## src/rtl/prht_pkg.sv

```systemverilog
package prht_pkg;

  // APB register map, one 32-bit word per register
  localparam int APB_ADDR_BITS = 4;
  localparam int APB_DATA_BITS = 32;

  typedef enum logic [1:0] {
    REG_LEFT   = 2'd0,
    REG_BOTTOM = 2'd1,
    REG_RIGHT  = 2'd2,
    REG_TOP    = 2'd3
  } reg_idx_t;

  // Outcode bits
  typedef logic [3:0] outcode_t;
  localparam outcode_t OC_LEFT   = 4'd1;
  localparam outcode_t OC_RIGHT  = 4'd2;
  localparam outcode_t OC_BOTTOM = 4'd4;
  localparam outcode_t OC_TOP    = 4'd8;

  // Clip passes per edge before it counts as a miss
  localparam int PASS_LIMIT = 8;
  localparam int PASS_BITS  = $clog2(PASS_LIMIT + 1);

  typedef enum logic [2:0] {
    T_IDLE,
    T_RUN1,
    T_WAIT1,
    T_RUN2,
    T_WAIT2,
    T_FIN
  } top_state_t;

  typedef enum logic [1:0] {
    E_IDLE,
    E_TEST,
    E_MUL,
    E_DIV
  } edge_state_t;

  typedef struct packed {
    logic done;
    logic hit;
  } edge_status_t;

endpackage

```

## src/rtl/prht_div.sv

```systemverilog
module prht_div import prht_pkg::*; #(
  parameter int DIVIDEND_BITS = 34,
  parameter int DIVISOR_BITS  = 17
) (
  input  logic                     clk,
  input  logic                     rst,
  input  logic                     start,
  input  logic [DIVIDEND_BITS-1:0] dividend,
  input  logic [DIVISOR_BITS-1:0]  divisor,
  output logic                     done,
  output logic [DIVIDEND_BITS-1:0] quotient
);

  localparam int CNT_BITS = (DIVIDEND_BITS > 1) ? $clog2(DIVIDEND_BITS) : 1;

  logic                    busy;
  logic [CNT_BITS-1:0]     cnt;
  logic [DIVISOR_BITS-1:0] rem;
  logic [DIVISOR_BITS-1:0] dsr;
  logic [DIVISOR_BITS:0]   trial;
  logic                    ge;

  // Restoring division: one quotient bit per cycle
  assign trial = {rem, quotient[DIVIDEND_BITS-1]};
  assign ge    = trial >= {1'b0, dsr};

  always_ff @(posedge clk) begin
    if (rst) begin
      busy <= 1'b0;
      done <= 1'b0;
      cnt  <= '0;
    end else begin
      done <= 1'b0;
      if (start) begin
        busy <= 1'b1;
        cnt  <= '0;
      end else if (busy) begin
        cnt <= cnt + CNT_BITS'(1);
        if (cnt == CNT_BITS'(DIVIDEND_BITS - 1)) begin
          busy <= 1'b0;
          done <= 1'b1;
        end
      end
    end
  end

  always_ff @(posedge clk) begin
    if (start) begin
      rem      <= '0;
      dsr      <= divisor;
      quotient <= dividend;
    end else if (busy) begin
      rem      <= ge ? DIVISOR_BITS'(trial - {1'b0, dsr}) : trial[DIVISOR_BITS-1:0];
      quotient <= {quotient[DIVIDEND_BITS-2:0], ge};
    end
  end

endmodule

```

## src/rtl/prht_edge.sv

```systemverilog
module prht_edge import prht_pkg::*; #(
  parameter int COORD_BITS = 16
) (
  input  logic                         clk,
  input  logic                         rst,
  input  logic                         start,
  input  logic signed [COORD_BITS-1:0] x1_in,
  input  logic signed [COORD_BITS-1:0] y1_in,
  input  logic signed [COORD_BITS-1:0] x2_in,
  input  logic signed [COORD_BITS-1:0] y2_in,
  input  logic signed [COORD_BITS-1:0] rect_left,
  input  logic signed [COORD_BITS-1:0] rect_bottom,
  input  logic signed [COORD_BITS-1:0] rect_right,
  input  logic signed [COORD_BITS-1:0] rect_top,
  output edge_status_t                 status
);

  localparam int DW = COORD_BITS + 1;
  localparam int PW = 2 * DW;
  localparam int SW = PW + 2;
  localparam logic signed [SW-1:0] COORD_MAX = SW'((64'sd1 <<< (COORD_BITS - 1)) - 64'sd1);
  localparam logic signed [SW-1:0] COORD_MIN = -COORD_MAX - SW'(1);

  function automatic outcode_t outcode(
    input logic signed [COORD_BITS-1:0] x,
    input logic signed [COORD_BITS-1:0] y,
    input logic signed [COORD_BITS-1:0] l,
    input logic signed [COORD_BITS-1:0] b,
    input logic signed [COORD_BITS-1:0] r,
    input logic signed [COORD_BITS-1:0] t
  );
    outcode_t c;
    c = '0;
    if (x > r) c = OC_RIGHT;
    else if (x < l) c = OC_LEFT;
    if (y > t) c = c | OC_TOP;
    else if (y < b) c = c | OC_BOTTOM;
    return c;
  endfunction

  function automatic logic single_bit(input outcode_t c);
    return (c != '0) && ((c & (c - 4'd1)) == '0);
  endfunction

  function automatic logic [DW-1:0] magn(input logic signed [DW-1:0] v);
    return v[DW-1] ? DW'(-v) : DW'(v);
  endfunction

  edge_state_t state, state_next;

  logic signed [COORD_BITS-1:0] x1, y1, x2, y2;
  logic [PASS_BITS-1:0]         pass;
  logic [DW-1:0]                d_mag, b_mag, den_mag;
  logic                         neg, den_zero, clip_x;
  logic signed [COORD_BITS-1:0] base, bound;

  outcode_t c1, c2;
  logic     reject, accept, at_limit, finish;

  logic signed [DW-1:0]         dx, dy, sel_d, sel_b, sel_den;
  logic signed [COORD_BITS-1:0] sel_base, sel_bound;
  logic                         sel_clip_x;

  logic          div_start, div_done;
  logic [PW-1:0] dividend, quotient;

  logic signed [SW-1:0]         raw;
  logic signed [COORD_BITS-1:0] moved;

  assign c1       = outcode(x1, y1, rect_left, rect_bottom, rect_right, rect_top);
  assign c2       = outcode(x2, y2, rect_left, rect_bottom, rect_right, rect_top);
  assign reject   = (c1 & c2) != '0;
  assign accept   = (c1 == '0) || (c2 == '0) ||
                    (single_bit(c1) && single_bit(c2) &&
                     (((c1 ^ c2) == (OC_LEFT | OC_RIGHT)) ||
                      ((c1 ^ c2) == (OC_TOP | OC_BOTTOM))));
  assign at_limit = pass == PASS_BITS'(PASS_LIMIT);
  assign finish   = at_limit || reject || accept;

  assign dx = DW'(x2) - DW'(x1);
  assign dy = DW'(y2) - DW'(y1);

  // Pick the boundary: top, bottom, right, left
  always_comb begin
    if ((c1 & OC_TOP) != '0) begin
      sel_d = dx; sel_b = DW'(rect_top) - DW'(y1); sel_den = dy;
      sel_base = x1; sel_bound = rect_top; sel_clip_x = 1'b1;
    end else if ((c1 & OC_BOTTOM) != '0) begin
      sel_d = dx; sel_b = DW'(rect_bottom) - DW'(y1); sel_den = dy;
      sel_base = x1; sel_bound = rect_bottom; sel_clip_x = 1'b1;
    end else if ((c1 & OC_RIGHT) != '0) begin
      sel_d = dy; sel_b = DW'(rect_right) - DW'(x1); sel_den = dx;
      sel_base = y1; sel_bound = rect_right; sel_clip_x = 1'b0;
    end else begin
      sel_d = dy; sel_b = DW'(rect_left) - DW'(x1); sel_den = dx;
      sel_base = y1; sel_bound = rect_left; sel_clip_x = 1'b0;
    end
  end

  // Product feeds the divider's input register directly
  assign dividend = PW'(d_mag * b_mag);

  prht_div #(
    .DIVIDEND_BITS(PW),
    .DIVISOR_BITS (DW)
  ) u_div (
    .clk     (clk),
    .rst     (rst),
    .start   (div_start),
    .dividend(dividend),
    .divisor (den_mag),
    .done    (div_done),
    .quotient(quotient)
  );

  // Move along the edge and saturate to the coordinate range
  always_comb begin
    raw = neg ? (SW'(base) - SW'(quotient)) : (SW'(base) + SW'(quotient));
    if (den_zero) moved = base;
    else if (raw > COORD_MAX) moved = COORD_MAX[COORD_BITS-1:0];
    else if (raw < COORD_MIN) moved = COORD_MIN[COORD_BITS-1:0];
    else moved = raw[COORD_BITS-1:0];
  end

  always_comb begin
    state_next = state;
    div_start  = 1'b0;
    unique case (state)
      E_IDLE: if (start) state_next = E_TEST;
      E_TEST: state_next = finish ? E_IDLE : E_MUL;
      E_MUL: begin
        div_start  = 1'b1;
        state_next = E_DIV;
      end
      E_DIV: if (div_done) state_next = E_TEST;
      default: state_next = E_IDLE;
    endcase
  end

  always_ff @(posedge clk) begin
    if (rst) begin
      state  <= E_IDLE;
      status <= '0;
    end else begin
      state       <= state_next;
      status.done <= 1'b0;
      if (state == E_TEST && finish) begin
        status.done <= 1'b1;
        status.hit  <= !at_limit && !reject && accept;
      end
    end
  end

  always_ff @(posedge clk) begin
    unique case (state)
      E_IDLE: begin
        if (start) begin
          x1   <= x1_in;
          y1   <= y1_in;
          x2   <= x2_in;
          y2   <= y2_in;
          pass <= '0;
        end
      end
      E_TEST: begin
        d_mag    <= magn(sel_d);
        b_mag    <= magn(sel_b);
        den_mag  <= magn(sel_den);
        neg      <= sel_d[DW-1] ^ sel_b[DW-1] ^ sel_den[DW-1];
        den_zero <= sel_den == '0;
        base     <= sel_base;
        bound    <= sel_bound;
        clip_x   <= sel_clip_x;
      end
      E_MUL: ;
      E_DIV: begin
        if (div_done) begin
          pass <= pass + PASS_BITS'(1);
          if (clip_x) begin
            x1 <= moved;
            y1 <= bound;
          end else begin
            y1 <= moved;
            x1 <= bound;
          end
        end
      end
      default: ;
    endcase
  end

endmodule

```

## config.mk

```make
export PLATFORM = sky130hd
export DESIGN_NAME = prht_edge
export DESIGN_NICKNAME = d
export VERILOG_FILES = /design/src/rtl/prht_pkg.sv /design/src/rtl/prht_div.sv /design/src/rtl/prht_edge.sv
export SDC_FILE = /design/constraint.sdc
export NUM_CORES = 2
export LEC_CHECK = 0
export BUFFER_PORTS_ARGS = -buffer_cell sky130_fd_sc_hd__buf_2
export CORE_MARGIN = 2
export CORE_UTILIZATION = 60
export DETAILED_ROUTE_END_ITERATION = 12
export HOLD_SLACK_MARGIN = 0.02
export PLACE_DENSITY = 0.78
export RECOVER_POWER = 50
export SLEW_MARGIN = 25
export SYNTH_ARGS = -nofsm -noshare
export SYNTH_HDL_FRONTEND = slang
export SYNTH_SLANG_ARGS = --single-unit
```

## constraint.sdc

```tcl
create_clock -name clk -period 19 [get_ports clk]
set_input_delay 5.7 -clock clk [delete_from_list [all_inputs] [get_ports clk]]
set_output_delay 5.7 -clock clk [all_outputs]
set_load 0.03 [all_outputs]
```

Word-level counts from Yosys, hierarchy flattened
Index checks and enable logic that the tools add are counted.
W data, S select, Z words.

storage, ports and cells
  output and inout bits = 2
  register bits after elaboration = 234
  memories = 0
  memory bits (read-only) = 0
  bits in latches = 0
  input bits = 131
  RAM bits = 0

operators by class
  divide/modulo/power cells = 0
  magnitude comparators = 11
  eq/ne operators = 9
  shift operators = 0
  bitwise logic cells = 7
  multiply operators = 1
  multiplexer cells = 52
  add/sub/neg operators = 16
  reductions and logical operators = 30

operators by type and width
  cell                    count
  $mux W16                17
  $mux W17                8
  $sub A16 B16 Y17        6
  $mux W34                2
  $gt A16 B16 Y1          4
  $lt A16 B16 Y1          4
  $pmux W16 S2            2
  $neg A17 Y17            3
  $add A16 B35 Y36        1
  $gt A36 B16 Y1 const B  1
  $lt A36 B16 Y1 const B  1
  $mux W36                1
  $sub A16 B35 Y36        1
  $mul A17 B17 Y34        1
  $ge A18 B17 Y1          1
  $logic_not A17 Y1       1
  $sub A17 B17 Y17        1
  $logic_not A4 Y1        4
  $mux W4                 4
  $and A4 B4 Y4           3
  $mux W2                 6
  $reduce_bool A4 Y1      3
  $eq A4 B4 Y1 const B    2
  $mux W1                 8
  other kinds (24)        41

Longest topological paths before layout
  word-level depth = 15
  gate-level depth with buffers = 26

Cells and area by module
A second synthesis with hierarchy kept.

second synthesis, totals
  cells, all modules = 3,589
  area total of the unflattened synthesis = 31,219.9 um^2

modules (own cells, without submodules)
  module     cells each  instances  area each (um^2)
  prht_edge  3,238       1          27,188.6
  prht_div   351         1          4,031.4

Worst setup path after synthesis
OpenSTA, ideal clock, no wires.

  path kind = input port to flip-flop
  start point = in rect_bottom[13]
  end point = reg den_mag[16] (data pin)
  setup slack = 9,628 ps
  required time = 18,745 ps
  arrival = 9,118 ps
  stages = 16
  setup time = 255 ps
  path through = ha_1 -> a21o_1 -> a2111o_1 -> o21bai_1 -> o21a_1 -> nor2_4 -> buf_2 -> buf_2 -> buf_2 -> mux2i_1 -> ha_1 -> nand2_1 -> nor2_1 -> and4_1 -> ha_1 -> and2_1

on the way
  word-level cells in the longest chain between the ends = 6

ends and longest elaborated chain
  item                    line              source
  start: declaration      prht_edge.sv:12   input logic signed [COORD_BITS-1:0] rect_bottom,
  $lt A16 B16 Y1 *        prht_edge.sv:37   else if (y < b) c = c | OC_BOTTOM;
  $mux W3 *               prht_edge.sv:37
  $mux W4 *               prht_edge.sv:36   if (y > t) c = c | OC_TOP;
  $mux W17 *              prht_edge.sv:88   end else if ((c1 & OC_BOTTOM) != '0) begin
  $mux W17 *              prht_edge.sv:85   if ((c1 & OC_TOP) != '0) begin
  $neg A17 Y17            prht_edge.sv:46   return v[DW-1] ? DW'(-v) : DW'(v);
  end signal: assignment  prht_edge.sv:168  den_mag <= magn(sel_den);
  end: declaration        prht_edge.sv:53   logic [DW-1:0] d_mag, b_mag, den_mag;

Mark *: on every way between the ends. The rest lies on a longest branch, timed or not.
A chain may end at the register's enable or synchronous reset.

Final worst setup path
  start point = in rect_top[4]
  end point = reg den_mag[16] (data pin)

on the way
  word-level cells in the longest chain between the ends = 5

ends and longest elaborated chain
  item                line             source
  start: declaration  prht_edge.sv:14  input logic signed [COORD_BITS-1:0] rect_top,
  $gt A16 B16 Y1 *    prht_edge.sv:36
  $mux W4 *           prht_edge.sv:36
  $mux W17            prht_edge.sv:88
  $mux W17 *          prht_edge.sv:85
  $neg A17 Y17        prht_edge.sv:46

Marks and branches as above.

==> reports/qor.yml <==
htree_num_levels: 1
grt_pass1_wl_um: 143000
netlist.area_leader.share: 0.1980
status: "complete, but fails checks"
wl_per_cell_um: 21.34
start_util: 0.6060
slew_headroom: -1.733
start_kind: "input pin"
syn_area_per_cell_um2: 8.679
drive_above_1_share: 0.07631
setup_violations: 0
ff2ff_path_depth: 21
vias: 26850
crit_path_frequent_cell: "ha_1"
drt_iter0_drc: 2297
grt_usage: 0.3450
synth-simple-area-share: 0.1629
antenna_found_initial: 6
clock-sinks: 234
grt_max_degree: 82
yosysSeqAreaShare: 0.2167
syn_nets: 4282
synthMuxAreaShare: 0.02914
layout_common_cells: "inv_1 (464), nand2_1 (407), ha_1 (337), fa_1 (232), nor2_1 (215)"
met3_usage: 0.05635
die_area_um2: 53650
ys.warnings.count: 0
grt_busiest_layer: "met2"
rr_endpoint: "u_div.quotient[31]$_DFFE_PP_"
ff_latch_area_um2: 6736
drt-pass1-iter-count: 6
max_freq_mhz: 103.0
layout_commonest_cell: "inv_1"
final_cells: 4342
final_nets: 4336
multi_input_area_um2: 22080
syn-cell-area_um2: 31090
synth_cells: 3582
syn2layout_area_growth_pct: 6.649
dp_cells: 4287
crit_fanout: 72
cts_resized: 0
cts_root_buf: "clkbuf_16"
critPathCaptureType: "flop"
skew_ns: 0.03042
ant_nets: 0
synthFlopType: "edfxtp_1"
fp.dieW_um: 231.6
async_flop_share: 0
final_core_util: 0.6463
core_um2: 51300
required_ns: 19.31
crit_type: "in2reg"
worst_pin_slew_ns: 4.099
cts_tree: "yes"
cp_data_arrival_time_ns: 10.02
maxCapViolations: 5
rsz0062_at_grt: "false"
post-route-period-util: 0.5112
holdBufCountCts: 0
slowest_delay_ns: 0.65
route.detailed.drc: 0
synth_xor_area_frac: 0.05607
cts_setup_buffers: 0
min_from: "den_mag[9]$_DFFE_PP_"
crit_chain: "buf_2 -> ha_1 -> o211ai_1 -> a21o_1 -> a21oi_2 -> o211ai_2 -> o21ai_2 -> inv_2 -> nor2_4 -> buf_4 -> mux2i_1 -> ha_1 -> nand2_1 -> nor2_1 -> and4_1 -> ha_1 -> and2_1"
drt-vias-per-instance: 6.184
grt_pass1_vias: 26070
cts_buffers: 26
path_clk_slew_ns: 0.07
synth_edf_count: 205
synth.distinct_cells: 98
rrSetupSlack_ns: 11.17
io_buffers: 132
met1_usage: 0.4333
insertion_delay_ns: 0.55
drv_slew: 239
finalSetupTns_ns: 0
io_pins: 133
grt-ovfl-total: 0
dp_hpwl_um: 73580
violations: "max-capacitance violations, max-slew violations"
synth_top_family_by_area: "adder cells"
nFillCells: 4352
synth_top_cells_by_area: "edfxtp_1 (20%), fa_1 (15%), ha_1 (14%), inv_1 (5.6%), nand2_1 (4.9%)"
r2r-start: "d_mag[5]$_DFFE_PP_"
die_y_um: 231.6
fin_crit_ns: 9.712
synth-seq-cells: 234
cp_slowest_cell: "o21ai_2"
row_count: 83
crit_end: "den_mag[16]$_SDFFCE_PP0P_"
synth_fa_ha_area_frac: 0.2850
hold_class: "reg2reg"
cp-startpoint: "rect_top[4]"
place_congestion: 1.056
drt_wl_total_um: 92650
ctsLongestPathBuffers: 3
use_met2: 0.5676
synth-compound-area-share: 0.1764
synth_area_leader_cell: "edfxtp_1"
hold_viol: 0
[per-stage QoR]
step / instance area, um^2 / hold WS, ns / worst slack [ns]
final: 33150 / 0.4153 / 9.288
after global routing: 33150 / 0.4194 / 8.983
after CTS: 33160 / 0.4168 / 9.425
after detailed placement: 32240 / 0.4045 / 8.874
after global placement: 32240 / 0.4002 / 9.024
after floorplan: 31090 / 0.4003 / 9.628
[registers in the layout (all words and copies together) (netlist names), 17 cells and up]
| signal | flops |
|---|---|
| d_mag | 17 |
| den_mag | 17 |
| u_div.rem | 17 |
| b_mag | 17 |
| u_div.dsr | 17 |
| u_div.quotient | 34 |
[area by class of cell]
cell class / count / area share
diodes: 6 / 0.0004529
clock buffers: 27 / 0.02038
clock inverters: 21 / 0.007510
inverters: 468 / 0.05298
multi-input cells: 2756 / 0.6660
flip-flops and latches: 234 / 0.2032
well taps: 680 / 0.02566
repair buffers: 150 / 0.02385
[per-layer routing]
metal | part of all wire | routed length (um)
met1 | 0.39 | 36450
met2 | 0.47 | 43090
met3 | 0.079 | 7303
met4 | 0.063 | 5807
met5 | 0 | 0
[worst max-delay path: cells and delay by family]
kind / cells / cell delay (ns)
compound gates: 5 / 1.38
buf+inv: 3 / 0.88
simple gates: 5 / 0.84
fa+ha+maj: 3 / 0.83
mux: 1 / 0.33
[synth_stat cells, drive strengths merged (8+ instances only)]
| master | number |
|---|---|
| inv | 468 |
| nand2 | 407 |
| ha | 337 |
| fa | 232 |
| o21ai | 224 |
| nor2 | 217 |
| edfxtp | 205 |
| a21oi | 194 |
| xnor2 | 143 |
| and2 | 111 |
| clkbuf | 95 |
| a21o | 72 |
| nor3 | 64 |
| mux2i | 59 |
| xor2 | 56 |
| a211oi | 48 |
| a22oi | 48 |
| nand3 | 47 |
| nand2b | 43 |
| o211ai | 38 |
| o21a | 35 |
| nor2b | 32 |
| nand4 | 30 |
| a31oi | 29 |
| buf | 29 |
| dfxtp | 29 |
| mux2 | 28 |
| or3 | 27 |
| and3 | 20 |
| nor4 | 20 |
| o21bai | 18 |
| o31ai | 18 |
| or2 | 13 |
| o31a | 12 |
| a211o | 10 |
| nor3b | 10 |
| a21boi | 9 |
| a221oi | 8 |
[how the worst min path moves through the flow]
| stage | cells after the start | slack, ns | end |
|---|---|---|---|
| 2_1_floorplan | 0 | 0.40 | u_div.dsr[0]$_DFFE_PP_ |
| 3_3_place_gp | 0 | 0.40 | u_div.dsr[8]$_DFFE_PP_ |
| 3_5_place_dp | 0 | 0.40 | u_div.dsr[8]$_DFFE_PP_ |
| 4_1_cts | 0 | 0.42 | u_div.dsr[9]$_DFFE_PP_ |
| 5_1_grt | 0 | 0.42 | u_div.dsr[4]$_DFFE_PP_ |
| 6_report | 0 | 0.42 | u_div.dsr[9]$_DFFE_PP_ |
[cell families after synthesis]
| kind of cell | Yosys count |
|---|---|
| compound gates | 835 |
| xor+xnor | 199 |
| fa+ha+maj | 569 |
| buf+inv | 592 |
| flops | 234 |
| mux | 87 |
| simple gates | 1066 |
Power is left out: the tool's default activity adds up to more than one toggle a clock period on the data nets, which glitch-free logic cannot reach.
